--- src/design/btlv_pkg.sv ---
// Package with types, codes and constants shared by the BER-TLV stream parser.
package btlv_pkg;

  localparam int unsigned DefMaxTagBytes = 4;
  localparam int unsigned DefMaxLenBytes = 8;

  localparam int unsigned CfgIdxW  = 2;
  localparam int unsigned CfgDataW = 32;

  typedef enum logic [CfgIdxW-1:0] {
    CFG_CHECK_TAG          = 2'd0,
    CFG_EXPECTED_TAG       = 2'd1,
    CFG_EXPECTED_TAG_BYTES = 2'd2
  } cfg_idx_e;

  typedef enum logic [2:0] {
    PH_TAG_FIRST = 3'd0,
    PH_TAG_MORE  = 3'd1,
    PH_LEN_FIRST = 3'd2,
    PH_LEN_MORE  = 3'd3,
    PH_VALUE     = 3'd4
  } phase_e;

  typedef enum logic [1:0] {
    KIND_HEADER = 2'd0,
    KIND_VALUE  = 2'd1,
    KIND_ERROR  = 2'd2
  } kind_e;

  typedef enum logic {
    ERR_TAG_MISMATCH = 1'b0,
    ERR_LEN_BYTES    = 1'b1
  } err_e;

  localparam logic [4:0] TagMultiMark = 5'h1f;

endpackage

--- src/design/ber_tlv_stream_parser_top.sv ---
// BER-TLV stream parser: byte input register, tag/length/value decode, result register.
//
//   channel   | handshake                  | payload
//   ----------+----------------------------+------------------------------------------
//   input     | in_valid_i / in_ready_o    | data_byte_i
//   result    | out_valid_o / out_ready_i  | kind_o, tag_value_o, tag_bytes_o,
//             |                            | element_length_o, value_byte_o, last_o,
//             |                            | error_code_o
//   config    | cfg_we_i                   | cfg_index_i, cfg_wdata_i
//
// One byte per cycle is sustained while the result register is not stalled.
// The input register decodes against the parser state as soon as the result register is free.
// A stalled result register holds the byte in the input register, and no further byte is taken.
// Reset returns the parser to the first tag byte; payload registers are not reset.
module ber_tlv_stream_parser_top
  import btlv_pkg::*;
#(
  parameter int unsigned MaxTagBytes = DefMaxTagBytes,
  parameter int unsigned MaxLenBytes = DefMaxLenBytes
) (
  input  logic                clk_i,
  input  logic                rst_ni,
  input  logic                cfg_we_i,
  input  logic [CfgIdxW-1:0]  cfg_index_i,
  input  logic [CfgDataW-1:0] cfg_wdata_i,
  input  logic                in_valid_i,
  output logic                in_ready_o,
  input  logic [7:0]          data_byte_i,
  output logic                out_valid_o,
  input  logic                out_ready_i,
  output logic [1:0]          kind_o,
  output logic [31:0]         tag_value_o,
  output logic [2:0]          tag_bytes_o,
  output logic [63:0]         element_length_o,
  output logic [7:0]          value_byte_o,
  output logic                last_o,
  output logic                error_code_o
);

  localparam int unsigned TagCntW = $clog2(MaxTagBytes + 1);
  localparam int unsigned LenCntW = $clog2(MaxLenBytes + 1);
  localparam int unsigned CmpW    = (TagCntW > 3) ? TagCntW : 3;

  logic               check_tag_q;
  logic [31:0]        exp_tag_q;
  logic [2:0]         exp_bytes_q;

  logic               s1_valid_q, s1_valid_d;
  logic [7:0]         s1_data_q;

  phase_e             phase_q, phase_d;
  logic [31:0]        tag_acc_q, tag_acc_d;
  logic [TagCntW-1:0] tag_cnt_q, tag_cnt_d;
  logic [63:0]        len_acc_q, len_acc_d;
  logic [LenCntW-1:0] len_left_q, len_left_d;
  logic [63:0]        val_left_q, val_left_d;

  logic               res_valid_d;
  kind_e              res_kind_d;
  logic               res_last_d;
  err_e               res_err_d;

  logic               out_free, s1_fire;
  logic [7:0]         b;
  logic               tag_phase, tag_first;
  logic [31:0]        tag_acc_nx;
  logic [TagCntW-1:0] tag_cnt_nx;
  logic               tag_cont, tag_fin, tag_bad;
  logic               len_err, hdr_fire;
  logic [63:0]        len_nx;
  logic               val_last;

  always_ff @(posedge clk_i or negedge rst_ni) begin
    if (!rst_ni) begin
      check_tag_q <= 1'b0;
      exp_tag_q   <= '0;
      exp_bytes_q <= 3'd1;
    end else if (cfg_we_i) begin
      case (cfg_index_i)
        CFG_CHECK_TAG:          check_tag_q <= cfg_wdata_i[0];
        CFG_EXPECTED_TAG:       exp_tag_q   <= cfg_wdata_i[31:0];
        CFG_EXPECTED_TAG_BYTES: exp_bytes_q <= cfg_wdata_i[2:0];
        default: ;
      endcase
    end
  end

  assign out_free   = !out_valid_o || out_ready_i;
  assign s1_fire    = s1_valid_q && out_free;
  assign in_ready_o = !s1_valid_q || out_free;
  assign s1_valid_d = (in_valid_i && in_ready_o) || (s1_valid_q && !out_free);

  always_ff @(posedge clk_i or negedge rst_ni) begin
    if (!rst_ni) begin
      s1_valid_q <= 1'b0;
    end else begin
      s1_valid_q <= s1_valid_d;
    end
  end

  always_ff @(posedge clk_i) begin
    if (in_valid_i && in_ready_o) begin
      s1_data_q <= data_byte_i;
    end
  end

  assign b          = s1_data_q;
  assign tag_first  = (phase_q == PH_TAG_FIRST);
  assign tag_phase  = tag_first || (phase_q == PH_TAG_MORE);
  assign tag_acc_nx = tag_first ? {24'd0, b} : {tag_acc_q[23:0], b};
  assign tag_cnt_nx = tag_first ? TagCntW'(1) : tag_cnt_q + TagCntW'(1);
  assign tag_cont   = (tag_first ? (b[4:0] == TagMultiMark) : b[7])
                      && (tag_cnt_nx < TagCntW'(MaxTagBytes));
  assign tag_fin    = tag_phase && !tag_cont;
  assign tag_bad    = check_tag_q && ((CmpW'(tag_cnt_nx) != CmpW'(exp_bytes_q))
                      || (tag_acc_nx != exp_tag_q));

  assign len_err  = (phase_q == PH_LEN_FIRST) && b[7] && (b[6:0] > 7'(MaxLenBytes));
  assign hdr_fire = ((phase_q == PH_LEN_FIRST) && (!b[7] || (b[6:0] == 7'd0)))
                    || ((phase_q == PH_LEN_MORE) && (len_left_q == LenCntW'(1)));
  always_comb begin
    if (phase_q == PH_LEN_FIRST) begin
      len_nx = b[7] ? 64'd0 : {56'd0, b};
    end else begin
      len_nx = {len_acc_q[55:0], b};
    end
  end
  assign val_last = (val_left_q == 64'd1);

  // Next phase and parser state.
  always_comb begin
    phase_d    = phase_q;
    tag_acc_d  = tag_acc_q;
    tag_cnt_d  = tag_cnt_q;
    len_acc_d  = len_acc_q;
    len_left_d = len_left_q;
    val_left_d = val_left_q;
    if (s1_fire) begin
      case (phase_q)
        PH_TAG_FIRST, PH_TAG_MORE: begin
          tag_acc_d = tag_acc_nx;
          tag_cnt_d = tag_cnt_nx;
          if (!tag_fin) begin
            phase_d = PH_TAG_MORE;
          end else if (tag_bad) begin
            phase_d = PH_TAG_FIRST;
          end else begin
            phase_d = PH_LEN_FIRST;
          end
        end
        PH_LEN_FIRST, PH_LEN_MORE: begin
          if (len_err) begin
            phase_d = PH_TAG_FIRST;
          end else begin
            len_acc_d = len_nx;
            if (phase_q == PH_LEN_FIRST) begin
              len_left_d = b[7] ? LenCntW'(b[6:0]) : '0;
            end else begin
              len_left_d = len_left_q - LenCntW'(1);
            end
            if (!hdr_fire) begin
              phase_d = PH_LEN_MORE;
            end else if (len_nx == 64'd0) begin
              phase_d = PH_TAG_FIRST;
            end else begin
              phase_d    = PH_VALUE;
              val_left_d = len_nx;
            end
          end
        end
        PH_VALUE: begin
          val_left_d = val_left_q - 64'd1;
          if (val_last) begin
            phase_d = PH_TAG_FIRST;
          end
        end
        default: phase_d = PH_TAG_FIRST;
      endcase
    end
  end

  // Result of the byte being decoded.
  always_comb begin
    res_valid_d = 1'b0;
    res_kind_d  = KIND_HEADER;
    res_last_d  = 1'b0;
    res_err_d   = ERR_TAG_MISMATCH;
    case (phase_q)
      PH_TAG_FIRST, PH_TAG_MORE: begin
        if (tag_fin && tag_bad) begin
          res_valid_d = 1'b1;
          res_kind_d  = KIND_ERROR;
        end
      end
      PH_LEN_FIRST, PH_LEN_MORE: begin
        if (len_err) begin
          res_valid_d = 1'b1;
          res_kind_d  = KIND_ERROR;
          res_err_d   = ERR_LEN_BYTES;
        end else if (hdr_fire) begin
          res_valid_d = 1'b1;
          res_last_d  = (len_nx == 64'd0);
        end
      end
      PH_VALUE: begin
        res_valid_d = 1'b1;
        res_kind_d  = KIND_VALUE;
        res_last_d  = val_last;
      end
      default: ;
    endcase
  end

  always_ff @(posedge clk_i or negedge rst_ni) begin
    if (!rst_ni) begin
      phase_q     <= PH_TAG_FIRST;
      tag_acc_q   <= '0;
      tag_cnt_q   <= '0;
      len_acc_q   <= '0;
      len_left_q  <= '0;
      val_left_q  <= '0;
      out_valid_o <= 1'b0;
    end else begin
      phase_q    <= phase_d;
      tag_acc_q  <= tag_acc_d;
      tag_cnt_q  <= tag_cnt_d;
      len_acc_q  <= len_acc_d;
      len_left_q <= len_left_d;
      val_left_q <= val_left_d;
      if (s1_fire) begin
        out_valid_o <= res_valid_d;
      end else if (out_ready_i) begin
        out_valid_o <= 1'b0;
      end
    end
  end

  // Fields that do not apply to a result kind are driven to zero.
  always_ff @(posedge clk_i) begin
    if (s1_fire && res_valid_d) begin
      kind_o           <= res_kind_d;
      last_o           <= res_last_d;
      error_code_o     <= (res_kind_d == KIND_ERROR) ? res_err_d : ERR_TAG_MISMATCH;
      tag_value_o      <= (res_kind_d == KIND_HEADER) ? tag_acc_q : 32'd0;
      tag_bytes_o      <= (res_kind_d == KIND_HEADER) ? 3'(tag_cnt_q) : 3'd0;
      element_length_o <= (res_kind_d == KIND_HEADER) ? len_nx : 64'd0;
      value_byte_o     <= (res_kind_d == KIND_VALUE) ? b : 8'd0;
    end
  end

  a_value_left_nonzero: assert property (@(posedge clk_i) disable iff (!rst_ni)
    (phase_q == PH_VALUE) |-> (val_left_q != 64'd0))
    else $error("Value phase entered with no value bytes left.");

  a_len_left_range: assert property (@(posedge clk_i) disable iff (!rst_ni)
    (phase_q == PH_LEN_MORE) |->
      (len_left_q != '0) && (len_left_q <= LenCntW'(MaxLenBytes)))
    else $error("Length byte count out of range.");

  a_error_not_last: assert property (@(posedge clk_i) disable iff (!rst_ni)
    (out_valid_o && (kind_o == KIND_ERROR)) |-> !last_o)
    else $error("Error result marked as last.");

  a_stall_holds_byte: assert property (@(posedge clk_i) disable iff (!rst_ni)
    (s1_valid_q && !out_free) |=> (s1_valid_q && $stable(s1_data_q) && $stable(phase_q)))
    else $error("Buffered byte or phase changed while the result register was stalled.");

endmodule
--- config.mk ---
export PLATFORM = sky130hd
export DESIGN_NAME = ber_tlv_stream_parser_top
export DESIGN_NICKNAME = d
export VERILOG_FILES = /design/src/design/btlv_pkg.sv /design/src/design/ber_tlv_stream_parser_top.sv
export SDC_FILE = /design/constraint.sdc
export NUM_CORES = 1
export LEC_CHECK = 0
export ABC_CLOCK_PERIOD_IN_PS = 7000
export BUFFER_PORTS_ARGS = -buffer_cell sky130_fd_sc_hd__buf_4
export CELL_PAD_IN_SITES_DETAIL_PLACEMENT = 0
export CELL_PAD_IN_SITES_GLOBAL_PLACEMENT = 1
export CORE_MARGIN = 1
export CORE_UTILIZATION = 46
export DETAILED_ROUTE_END_ITERATION = 10
export PLACE_DENSITY = 0.85
export SLEW_MARGIN = 20
export SYNTH_ARGS = -nofsm -noshare
export SYNTH_HDL_FRONTEND = slang
export SYNTH_SLANG_ARGS = --single-unit
--- constraint.sdc ---
create_clock -name clk_i -period 7 [get_ports clk_i]
set_clock_uncertainty 0.2 [all_clocks]
set_input_delay 1.4 -clock clk_i [delete_from_list [all_inputs] [get_ports clk_i]]
set_output_delay 1.4 -clock clk_i [all_outputs]
set_load 0.1 [all_outputs]
; ---- Yosys cells after proc, flatten, opt, wreduce, memory -nomap -nowiden
; Index checks and enable logic that the tools add are counted.
[word_totals]
output_inout_bits = 113
inputBits = 47
regBits = 319
elab_cells = 114
[op_classes]
eq_ne = 17
reduce_logical = 41
bitwise = 1
mux = 31
order_cmp = 2
addsub = 3
[op_table]
columns = cell, count
row1 = two-way mux 64 bit, 4
row2 = one-hot mux 64 bit (2 select lines), 1
row3 = "equality test 64 x 1 -> 1 bit, second input constant", 1
row4 = zero test 64 bit, 1
row5 = "subtractor 64 x 1 -> 64 bit, second input constant", 1
row6 = two-way mux 32 bit, 1
row7 = != test 32 bit, 1
row8 = two-way mux 3 bit, 5
row9 = logical AND 1 bit, 12
row10 = AND reduction 2 bit, 6
row11 = two-way mux 1 bit, 9
row12 = one-hot mux 3 bit (3 select lines), 1
row13 = two-way mux 2 bit, 4
row14 = two-way mux 4 bit, 2
row15 = "!= test 2 bit, second input constant", 4
row16 = "greater-than comparator 7 x 4 -> 1 bit, second input constant", 1
row17 = zero test 7 bit, 1
row18 = logical OR 1 bit, 7
row19 = two-way mux 7 bit, 1
row20 = "equality test 3 x 2 -> 1 bit, second input constant", 2
row21 = one-hot mux 2 bit (3 select lines), 1
row22 = "equality test 5 bit, second input constant", 1
row23 = zero test 1 bit, 5
row24 = AND reduction 5 bit, 1
row25 = 17 further kinds, 22

; ---- Logic depth before layout (Yosys ltp)
[depth]
ltp_word = 11
mapped_depth = 12
depth_no_buf = 9

; ---- Worst setup path before layout
; Ideal clock, no wire load.
[synth_path]
path_type = input-to-reg
start = input port out_ready_i
end = register element_length_o[0], enable pin
required_time_ps = 6317
path_slack_ps = 1991
n_path_buf = 0
stages = 3
setup_time_ps = 483
arrival_ps = 4326
cell_sequence = nor2b_1 nor2b_1 and2_1
[synth_via]
elab_chain_len = 3
[synth_lines]
columns = element, line
row1 = "start, declared", ber_tlv_stream_parser_top.sv:30  ; input logic out_ready_i,
row2 = logical OR 1 bit, ber_tlv_stream_parser_top.sv:88  ; assign out_free = !out_valid_o || out_ready_i;
row3 = logical AND 1 bit, ber_tlv_stream_parser_top.sv:89  ; assign s1_fire = s1_valid_q && out_free;
row4 = logical AND 1 bit, ber_tlv_stream_parser_top.sv:240  ; if (s1_fire && res_valid_d) begin
row5 = "end signal, assigned", ber_tlv_stream_parser_top.sv:246  ; element_length_o <= (res_kind_d == KIND_HEADER) ? len_nx : 64'd0;
row6 = "end, declared", ber_tlv_stream_parser_top.sv:34  ; output logic [63:0] element_length_o,
; No other way between the ends.
; A chain may end at the register's enable or synchronous reset.

; ---- Worst setup path in the final report
[layout_path]
start = register phase_q[1]
end = register element_length_o[24], enable pin
[layout_via]
elab_chain_len = 10
elab_cells_between_ends = 30
cone_classes = order compare (1) / eq/ne (6) / mux (7) / reduce/logical (16)
[layout_lines]
columns = element, line
row1 = "start, declared", ber_tlv_stream_parser_top.sv:51  ; phase_e phase_q, phase_d;
row2 = "start signal, assigned", ber_tlv_stream_parser_top.sv:224  ; phase_q <= phase_d;
row3 = zero test 3 bit, "ber_tlv_stream_parser_top.sv:108, ber_tlv_stream_parser_top.sv:188"
row4 = two-way mux 3 bit, ber_tlv_stream_parser_top.sv:111  ; assign tag_cnt_nx = tag_first ? TagCntW'(1) : tag_cnt_q + TagCntW'(1);
row5 = < comparator 3 bit, ber_tlv_stream_parser_top.sv:113  ; && (tag_cnt_nx < TagCntW'(MaxTagBytes));
row6 = logical AND 1 bit, ber_tlv_stream_parser_top.sv:113
row7 = zero test 1 bit, ber_tlv_stream_parser_top.sv:114  ; assign tag_fin = tag_phase && !tag_cont;
row8 = logical AND 1 bit, ber_tlv_stream_parser_top.sv:114
row9 = logical AND 1 bit, ber_tlv_stream_parser_top.sv:190  ; if (tag_fin && tag_bad) begin
row10 = two-way mux 1 bit, ber_tlv_stream_parser_top.sv:190
row11 = one-hot mux 1 bit (3 select lines) *, ber_tlv_stream_parser_top.sv:188  ; case (phase_q)
row12 = logical AND 1 bit *, ber_tlv_stream_parser_top.sv:240
; Mark *: on every way between the ends. The rest lies on a longest branch, timed or not.

==> metrics.md <==
| Metric | Value |
|---|---|
| CTS tree | `yes` |
| Critical path type | `reg -> reg` |
| Internal power | `0.00383 W` |
| Hold Buf Count CTS | `0` |
| Final setup fails | `0` |
| Via/cell ratio | `5.91` |
| Setup total negative slack | `0 ns` |
| Via count | `11622` |
| Setup crit start kind | `register` |
| Top-count cell post-synth | `dfrtp_1` |
| Synth Cell Area | `14500 um2` |
| Largest net degree at the start of global routing | `122` |
| Sw Ratio | `0.375` |
| Syn_nets | `1477` |
| Nets | `1596` |
| Mux share of post-synthesis cell area | `0.0286` |
| Sequential fraction of design power | `0.396` |
| Crit end category | `register` |
| I/O Pins | `160` |
| Hold Vio Cnt, Final | `0` |
| Top cells by count, synth | `dfrtp_1, nand2_1, nor2_1, o21ai_0, edfxtp_1` |
| VDD IR-drop max | `0.000257 V` |
| Clk network pwr share | `0.317` |
| Worst path top cell family by delay | `simple AND/OR/NAND/NOR gates` |
| Die ar. | `32300 um2` |
| Pleak | `7.31 nW` |
| Buf/Inv on CP | `1` |
| Initial antenna violation count | `0` |
| Top cells by area, synth | `dfrtp_1, edfxtp_1, nand2_1` |
| 1st-iter DRT viols | `1126` |
| Area Overhead vs Synth | `18.9%` |
| Vias in the first global route | `11134` |
| Placer Congestion | `0.898` |
| WHS Path Cells | `2` |
| Hold endpoint | `len_acc_q[15]` |
| Final total power | `0.00612 W` |
| Final Cycle Share | `0.634` |
| CTS Sinks | `319` |
| Hold Path Class | `reg -> reg` |
| Clk slew on worst S/H paths | `0.06 ns` |
| GRT overflow | `0` |
| Slowest-stage cell, CP | `or3_1` |
| Comb pwr share | `0.287` |
| Worst R2R Setup Slack | `2.56 ns` |
| Post-CTS Resized | `0` |
| Num CTS Buffers | `35` |
| Top cell type by total area after synthesis | `dfrtp_1` |
| Fmax | `225 MHz` |
| Cells after synthesis | `1425` |
| 1st-pass router iterations | `8` |
| Critical Path Fanout Max | `57` |
| Failing checks | `design-rule violations` |
| Core area | `30800 um2` |
| Synthesized area per cell | `10.2 um2` |
| Placed cell areas | `16000 um2` |
| RSZ-0062 raised after global routing | `no` |
| R2R depth | `7` |
| Post-route cell area | `17300 um2` |
| Avg WL per Cell | `20.3 um` |
| Largest family of logic cells by synthesized area | `simple AND/OR/NAND/NOR gates` |
| Floorplan row count | `64` |
| Synth cell types | `69` |
| Fraction of registers with async set/reset | `0.627` |
| Xor/xnor share of the synthesized area | `0.0115` |
| Flop and latch count out of synthesis | `319` |
| Warning count from the yosys run | `0` |
| Port Buf Inserts | `159` |
| Post-Route WL | `40000 um` |
| Root buffer cell | `clkbuf_16` |
| Post-synth EDFFs | `119` |
| Worst EP arrival | `4.38 ns` |
| Max-Cap Viols | `0` |
| Status | `finished with violations` |
| Max_slew headroom | `0.260` |
| ANT nets after route | `0` |
| Reg-to-Reg End | `element_length_o[24]` |
| CP Cell Sequence | `or3_1, nor3_1, a31oi_1, nand3_1, o21ai_0, and2_4, buf_4` |
| Simple-gate share of the synthesized area | `0.182` |
| Width of the die | `180 um` |
| Hold_sp | `len_acc_q[15]` |
| DIE HEIGHT | `180 um` |
| Clk_lat worst skew | `0.53 ns` |
| Diodes inserted | `0` |
| Layout cells sized above 1 | `0.185` |
| Slew Limit Fails | `0` |
| Post-synth top flop | `dfrtp_1` |
| P per Cell Area | `355 nW/um2` |
| Reg-to-reg startpoint | `phase_q[1]` |
| Synth Area in Adders | `0.00431` |
| CTS max path bufs | `3` |
| Slowest stage delay, CP | `0.90 ns` |
| First-pass GRT wire length | `63600 um` |
| Tmin final | `4.44 ns` |
| Sequential share of the synthesized area | `0.591` |
| Residual DRC | `12` |
| Post-CTS Setup Bufs | `0` |
| All-Layer GR Usage | `0.248` |
| Synth Area in Compound Gates | `0.145` |
| Tightest Pin Transition | `1.11 ns` |
| Crit path required time | `6.94 ns` |
| # H-tree levels | `2` |
| Post-synth top area share | `0.343` |
| Net Switching | `0.00229 W` |
| DP Wirelength | `26900 um` |
| Initial core utilization | `0.471` |
cell families after synthesis:
kind of cell             Yosys count
AO/OA/AOI/OAI                    345
XOR/XNOR                          19
adder cells (fa/ha/maj)            5
buffers and inverters            141
flip-flops                       319
multiplexers                      37
AND/OR/NAND/NOR                  559
how the worst max path moves through the flow:
stage | from | end | slack, ns | cells after the start
3_5_place_dp | phase_q[2] | element_length_o[25] | 2.53 | 8
2_1_floorplan | out_ready_i | element_length_o[0] | 1.99 | 3
6_report | phase_q[1] | element_length_o[24] | 2.56 | 7
3_3_place_gp | phase_q[1] | element_length_o[13] | 2.87 | 7
4_1_cts | phase_q[2] | element_length_o[20] | 2.48 | 8
5_1_grt | phase_q[0] | element_length_o[24] | 2.22 | 7
placed cells by master, fill, tap and decap left out, types with 9 or more instances in the layout:
cell type    n
or3_1       22
nor3_1      32
a22oi_1      9
o22ai_1     10
clkinv_2    10
xnor2_1      9
o31ai_1      9
buf_4      171
a22o_1      15
a21oi_1     62
a31oi_1     26
nor2b_1      9
dfrtp_1    199
inv_1       48
edfxtp_1   119
o22a_1      11
nand3_1     44
nor4_1      29
nand2_1    187
o21ai_1     17
xor2_1      10
and2_1      11
clkbuf_16   36
nand4_1     10
nor2_1     160
mux2_2      36
o21ai_0    136
a32o_1      10
worst min-delay path, stage by stage, from the launching register on:
cell and delay [ns]:
dfrtp_1 0.36, nand2_1 0.05, o21ai_0 0.06
state kept, by name, summed over array words and instances (netlist names), 4 cells and up:
signal and cells:
b 8, element_length_o 64, exp_tag_q 32, len_acc_q 56
len_left_q 4, tag_acc_q 32, tag_value_o 32, val_left_q 64
value_byte_o 8
metrics by stage:
| step | utilization | std cells | hold slack (ns) | setup slack [ns] |
|---|---|---|---|---|
| after detailed placement | 0.519 | 1902 | 0.290 | 2.53 |
| after floorplan | - | 1425 | 0.261 | 1.99 |
| after global routing | 0.560 | 1967 | 0.325 | 2.22 |
| after CTS | 0.559 | 1966 | 0.307 | 2.48 |
| final | 0.560 | 1967 | 0.305 | 2.56 |
| after global placement | 0.519 | 1902 | 0.280 | 2.87 |
routing by layer:
layer | routed length [um] | vias to the layer above | GRT usage
met5 | 0 | - | 0
met4 | 832 | 0 | 0.0638
met3 | 2990 | 62 | 0.0409
met2 | 17700 | 477 | 0.372
met1 | 18500 | 5702 | 0.374
li1 | - | 5381 | -
cell type report:
type / count / area (um2)
clock inverters: 25 / 302
repair buffers: 174 / 1340
fillers: 2683 / 13600
inverters: 49 / 184
multi-input cells: 965 / 5440
flip-flops and latches: 319 / 8580
clock buffers: 39 / 912
well taps: 396 / 495
power by group through the flow:
stage	registers, W	logic (W)	clock network [W]
6_report	0.00242	0.00176	0.00194
3_5_place_dp	0.00245	0.00175	0
4_1_cts	0.00242	0.00175	0.00196
5_1_grt	0.00245	0.00187	0.00204
2_1_floorplan	0.00306	0.000699	0
3_3_place_gp	0.00245	0.00173	0
(Power assumes the default switching activity.)
